===== src/hdl/dsds_pkg.sv =====
package dsds_pkg;

   localparam int NumberWidth  = 32;
   localparam int DigitWidth   = 4;
   localparam int SegWidth     = 7;
   localparam int SelectWidth  = 8;
   localparam int MaxDigits    = 10;

   // x / 10 == (x * RECIP_TEN) >> RECIP_SHIFT for every 32-bit x
   localparam logic [NumberWidth-1:0] RECIP_TEN   = 32'hCCCC_CCCD;
   localparam int                     RECIP_SHIFT = 35;

   localparam logic [SelectWidth-1:0] SELECT_BASE = 8'hFE;

   function automatic logic [SegWidth-1:0] seg_of_digit(input logic [DigitWidth-1:0] digit);
      logic [SegWidth-1:0] seg;
      case (digit)
         4'd0:    seg = 7'h3F;
         4'd1:    seg = 7'h06;
         4'd2:    seg = 7'h5B;
         4'd3:    seg = 7'h4F;
         4'd4:    seg = 7'h66;
         4'd5:    seg = 7'h6D;
         4'd6:    seg = 7'h7D;
         4'd7:    seg = 7'h07;
         4'd8:    seg = 7'h7F;
         4'd9:    seg = 7'h6F;
         default: seg = 7'h00;
      endcase
      return seg;
   endfunction

   // rotate the active-low base left by a position modulo eight
   function automatic logic [SelectWidth-1:0] select_of_pos(input logic [2:0] rot);
      logic [2*SelectWidth-1:0] wide;
      wide = {SELECT_BASE, SELECT_BASE} << rot;
      return wide[2*SelectWidth-1:SelectWidth];
   endfunction

endpackage


===== src/hdl/dsds_scan.sv =====
module dsds_scan #(
   parameter int DIGITS = 8
) (
   input  logic                             clock,
   input  logic                             reset,
   input  logic                             load,
   input  logic [dsds_pkg::DigitWidth-1:0]  load_digits [DIGITS],
   output logic                             rsp_strobe,
   output logic [dsds_pkg::SelectWidth-1:0] rsp_digit_select,
   output logic [dsds_pkg::SegWidth-1:0]    rsp_segment_pattern,
   output logic [dsds_pkg::DigitWidth-1:0]  rsp_digit_value,
   output logic                             rsp_last_digit
);
   import dsds_pkg::*;

   localparam int CountWidth = (DIGITS > 1) ? $clog2(DIGITS) : 1;
   localparam logic [CountWidth-1:0] LastPos = CountWidth'(DIGITS - 1);

   logic                  active_ff, active_in;
   logic [CountWidth-1:0] pos_ff, pos_in;
   logic [DigitWidth-1:0] digits_ff [DIGITS];

   logic                  at_last;
   logic                  can_load;
   logic [CountWidth-1:0] digit_index;
   logic [3:0]            pos_wide;
   logic [DigitWidth-1:0] digit;

   assign at_last  = pos_ff == LastPos;
   assign can_load = !active_ff || at_last;

   always_comb begin
      active_in = active_ff;
      pos_in    = pos_ff;
      if (load) begin
         active_in = 1'b1;
         pos_in    = '0;
      end else if (active_ff && at_last) begin
         active_in = 1'b0;
      end else if (active_ff) begin
         pos_in = pos_ff + 1'b1;
      end
   end

   always_ff @(posedge clock) begin
      if (reset) begin
         active_ff <= 1'b0;
         pos_ff    <= '0;
      end else begin
         active_ff <= active_in;
         pos_ff    <= pos_in;
      end
      if (load) begin
         digits_ff <= load_digits;
      end
   end

   // MSD sits in the top entry, so walk down from there
   assign digit_index = LastPos - pos_ff;
   assign digit       = digits_ff[digit_index];
   assign pos_wide    = 4'(pos_ff);

   assign rsp_strobe          = active_ff;
   assign rsp_digit_value     = digit;
   assign rsp_segment_pattern = seg_of_digit(digit);
   assign rsp_digit_select    = select_of_pos(pos_wide[2:0]);
   assign rsp_last_digit      = at_last;

   a_load_free: assert property (@(posedge clock) disable iff (reset)
      load |-> can_load)
      else $error("scan loaded while a run is still in progress");

   a_run_continues: assert property (@(posedge clock) disable iff (reset)
      active_ff && !at_last |=> active_ff && (pos_ff == $past(pos_ff) + 1'b1))
      else $error("scan run broke off before the last digit");

endmodule


===== config.mk =====
export PLATFORM = sky130hd
export DESIGN_NAME = dsds_scan
export DESIGN_NICKNAME = d
export VERILOG_FILES = /design/src/hdl/dsds_pkg.sv /design/src/hdl/dsds_scan.sv
export SDC_FILE = /design/constraint.sdc
export NUM_CORES = 1
export LEC_CHECK = 0
export ABC_AREA = 0
export BUFFER_PORTS_ARGS = -buffer_cell sky130_fd_sc_hd__buf_2
export CAP_MARGIN = 10
export CORE_ASPECT_RATIO = 2
export CORE_MARGIN = 3
export CORE_UTILIZATION = 40
export DETAILED_ROUTE_END_ITERATION = 10
export PLACE_DENSITY = 0.65
export SYNTH_ARGS = -nofsm -noshare
export SYNTH_HDL_FRONTEND = slang
export SYNTH_SLANG_ARGS = --single-unit

===== constraint.sdc =====
create_clock -name clock -period 6.1 [get_ports clock]
set_input_delay 0.915 -clock clock [delete_from_list [all_inputs] [get_ports clock]]
set_output_delay 0.915 -clock clock [all_outputs]
set_load 0.01 [all_outputs]

==> metrics.md <==
| Metric | Value |
|---|---|
| Crit start category | `flip-flop` |
| Die Span Y | `98.5 um` |
| Row count | `33` |
| Vias/cell | `4.73` |
| Clock power share | `31.0%` |
| Worst Skew | `0.00243 ns` |
| Initial antenna violation count | `0` |
| Number of global-route vias before repair | `1,083` |
| Largest net degree at the start of global routing | `37` |
| # H-tree levels | `2` |
| Syn Inst Count | `107` |
| Outcome | `completed` |
| Post-synth cell types | `27` |
| CTS tree | `built` |
| Worst hold stages | `3` |
| Sequential area share after synthesis | `60.8%` |
| First-pass GRT wire length | `just under 5000 um` |
| Worst-margin pin slew | `0.731 ns` |
| GRT Total Usage | `13.2%` |
| Initial Util | `41.5%` |
| Hpwl dp | `around 2300 um` |
| # clock sinks | `36` |
| Setup bufs post-CTS | `0` |
| Share of layout cells above drive strength 1 | `44.3%` |
| Area leader, netlist | `edfxtp_1` |
| Clock root buffer | `clkbuf_8` |
| Simple-gate share of the synthesized area | `5.19%` |
| Worst Reg-to-Reg Cells | `5` |
| Fin crit period | `3.96 ns` |
| Syn nets | `155` |
| Worst IR Drop VDD | `between 200 and 250 uV` |
| Largest family of logic cells by synthesized area | `multiplexers` |
| Cell area power density | `261 nW/um2` |
| Critical Path RT | `5.18 ns` |
| Register area | `1040 um2` |
| Setup_tns | `0 ns` |
| Worst EP arrival | `3.05 ns` |
| Area of the multi-input gates | `616 um2` |
| Hold EP | `rsp_strobe` |
| Crit. End Element | `primary output` |
| Adder-Cell Fraction of Synth Area | `9.50%` |
| #FFs+latches synth | `36` |
| Switching power total | `0.124 mW` |
| Synth area leaders | `edfxtp_1 (56%), ha_1 (9.5%), mux4_1 (7.7%), dfxtp_1 (4.7%), mux4_2 (3.9%)` |
| Flop pwr share | `between 50% and 60%` |
| Reg2reg end | `pos_ff[2]` |
| Crit Path Class | `flip-flop to primary output` |
| IO Pins | `56` |
| Hold Vio Cnt, Final | `0` |
| Slew Limit Fails | `0` |
| CP Max Fanout | `12` |
| XOR/XNOR Fraction of Synth Area | `0.511%` |
| Mean post-synth cell area | `16.0 um2` |
| Antenna-violating nets left | `0` |
| Post-CTS sizing | `0` |
| Iter 0 DRT Violations | `9` |
| First-pass iteration count of the detailed router | `3` |
| Latest clock arrival within the worst-skew pair | `0.28 ns` |
| Leakage Power | `just over 0.9 nW` |
| Max_cap viols | `0` |
| Top-area cell type share of the netlist area | `56.1%` |
| Mapped Area | `1710 um2` |
| Die W | `52.3 um` |
| Number of buffers created by CTS | `5` |
| Yosys warns | `0` |
| Reg2Reg Setup Slack | `4.13 ns` |
| Mux cell area share after synthesis | `17.1%` |
| Worst r2r src | `pos_ff[0]` |
| WL per Instance | `13.4 um` |
| Grt total ovfl | `0` |
| Internal | `0.433 mW` |
| Most common cell after layout, fill and taps aside | `buf_2` |
| DRC | `0` |
| Core area | `approximately 4100 um2` |
| Post-layout util | `51.7%` |
| Min-delay src | `rsp_strobe` |
| Vias | `~1.0k` |
| Fill count | `373` |
| Final setup violation count | `0` |
| Final worst path period share | `65.0%` |
| Drt total wl | `2930 um` |
| IO buf count | `55` |
| Longest Clk Path Bufs | `2` |
| RSZ-0062 raised after global routing | `false` |
| Hold Path Class | `flip-flop to flip-flop` |
| Die footprint | `between 5000 and 6000 um2` |
| Post-CTS Hold Buffers | `0` |
| Synth Area in Compound Gates | `3.65%` |
| Power share of the combinational group | `approximately 16%` |
| Most frequent cells in the layout | `buf_2 (55), edfxtp_1 (32), ha_1 (13), nand2_1 (11), inv_1 (10)` |
| Synth-to-layout area growth | `24.6%` |
| GP Congestion | `0.757` |
| Clk slew on worst S/H paths | `~0.070 ns` |
| Fmax | `0.252 GHz` |
| Worst slew margin | `51.3%` |
| Final net count | `215` |
| Sw frac | `approximately 22%` |
| Diodes inserted | `0` |
cell type report:
cell class	count	share of cell area, %
Inverter	11	1.93
Timing Repair Buffer	55	12.9
Multi-Input combinational cell	58	28.8
Clock buffer	7	4.51
Tap cell	52	3.05
Sequential cell	36	48.8
through the flow:
step	instance area [um2]	power, mW	setup WS (ns)	hold WS, ns	std cells
floorplan	1710	0.353	2.90	0.674	107
finish	2130	0.557	2.14	0.702	219
global placement	2040	0.387	2.54	0.687	212
global route	2130	0.588	1.93	0.753	219
detailed placement	2040	0.391	2.39	0.693	212
CTS	2130	0.565	2.08	0.704	219
logic make-up (layout without fill, tap and decap cells):
family          count (synthesis)  in the layout
buf+inv                        13             73
mux                            15             15
xor+xnor                        1              1
fa+ha+maj                      13             13
compound gates                  9              9
simple gates                   20             20
flops                          36             36
critical path: stages (launching register included):
cell and delay [ns]:
dfxtp_1 0.72, mux4_1 0.64, mux2i_1 0.46, inv_1 0.19, ha_1 0.24, mux2_4 0.27, o21ai_2 0.10, buf_2 0.13
worst max-delay path by stage:
stage / startpoint / depth (start not counted) / to / slack (ns)
after global routing: pos_ff[0] / 7 / rsp_segment_pattern[6] / 1.93
after CTS: pos_ff[0] / 7 / rsp_segment_pattern[6] / 2.08
after global placement: pos_ff[0] / 7 / rsp_segment_pattern[6] / 2.54
after floorplan: pos_ff[0] / 7 / rsp_segment_pattern[6] / 2.90
final: pos_ff[0] / 7 / rsp_segment_pattern[6] / 2.14
after detailed placement: pos_ff[0] / 7 / rsp_segment_pattern[6] / 2.39
power groups by stage:
stage	Combinational (mW)	Sequential [mW]	Clock, mW
6_report	0.0887	0.296	0.173
5_1_grt	0.0992	0.298	0.192
4_1_cts	0.0897	0.297	0.179
3_5_place_dp	0.0895	0.302	0
3_3_place_gp	0.0862	0.301	0
2_1_floorplan	0.0562	0.297	0
metal layers:
layer	part of all wire, %	track usage (%)	vias up	wire length, um
met2	55	22.8	46	1610
met3	6.7	3.33	10	196
met4	3.7	8.66	0	109
met1	35	13.2	465	1020
li1	-	-	515	-
met5	0	0	-	0
synthesized netlist by cell type:
library cell  instances
edfxtp_1             32
ha_1                 13
nand2_1              11
inv_1                10
mux4_1                5
dfxtp_1               4
nor2_1                4
mux2i_1               3
mux4_2                3
mux2_4                2
nor3_1                2
o21ai_1               2
o21ai_2               2
a2111oi_0             1
a21o_2                1
a21oi_1               1
a22oi_1               1
and2_1                1
buf_6                 1
clkbuf_1              1
inv_2                 1
mux2_2                1
mux2i_4               1
nand3_2               1
nor2b_1               1
o21ai_0               1
xnor2_1               1
flip-flops by register name, indices dropped and copies added, names as in the netlist:
name and cells:
digits_ff 32, pos_ff 3, rsp_strobe 1
Note: power is estimated with default switching activity, not from simulation.
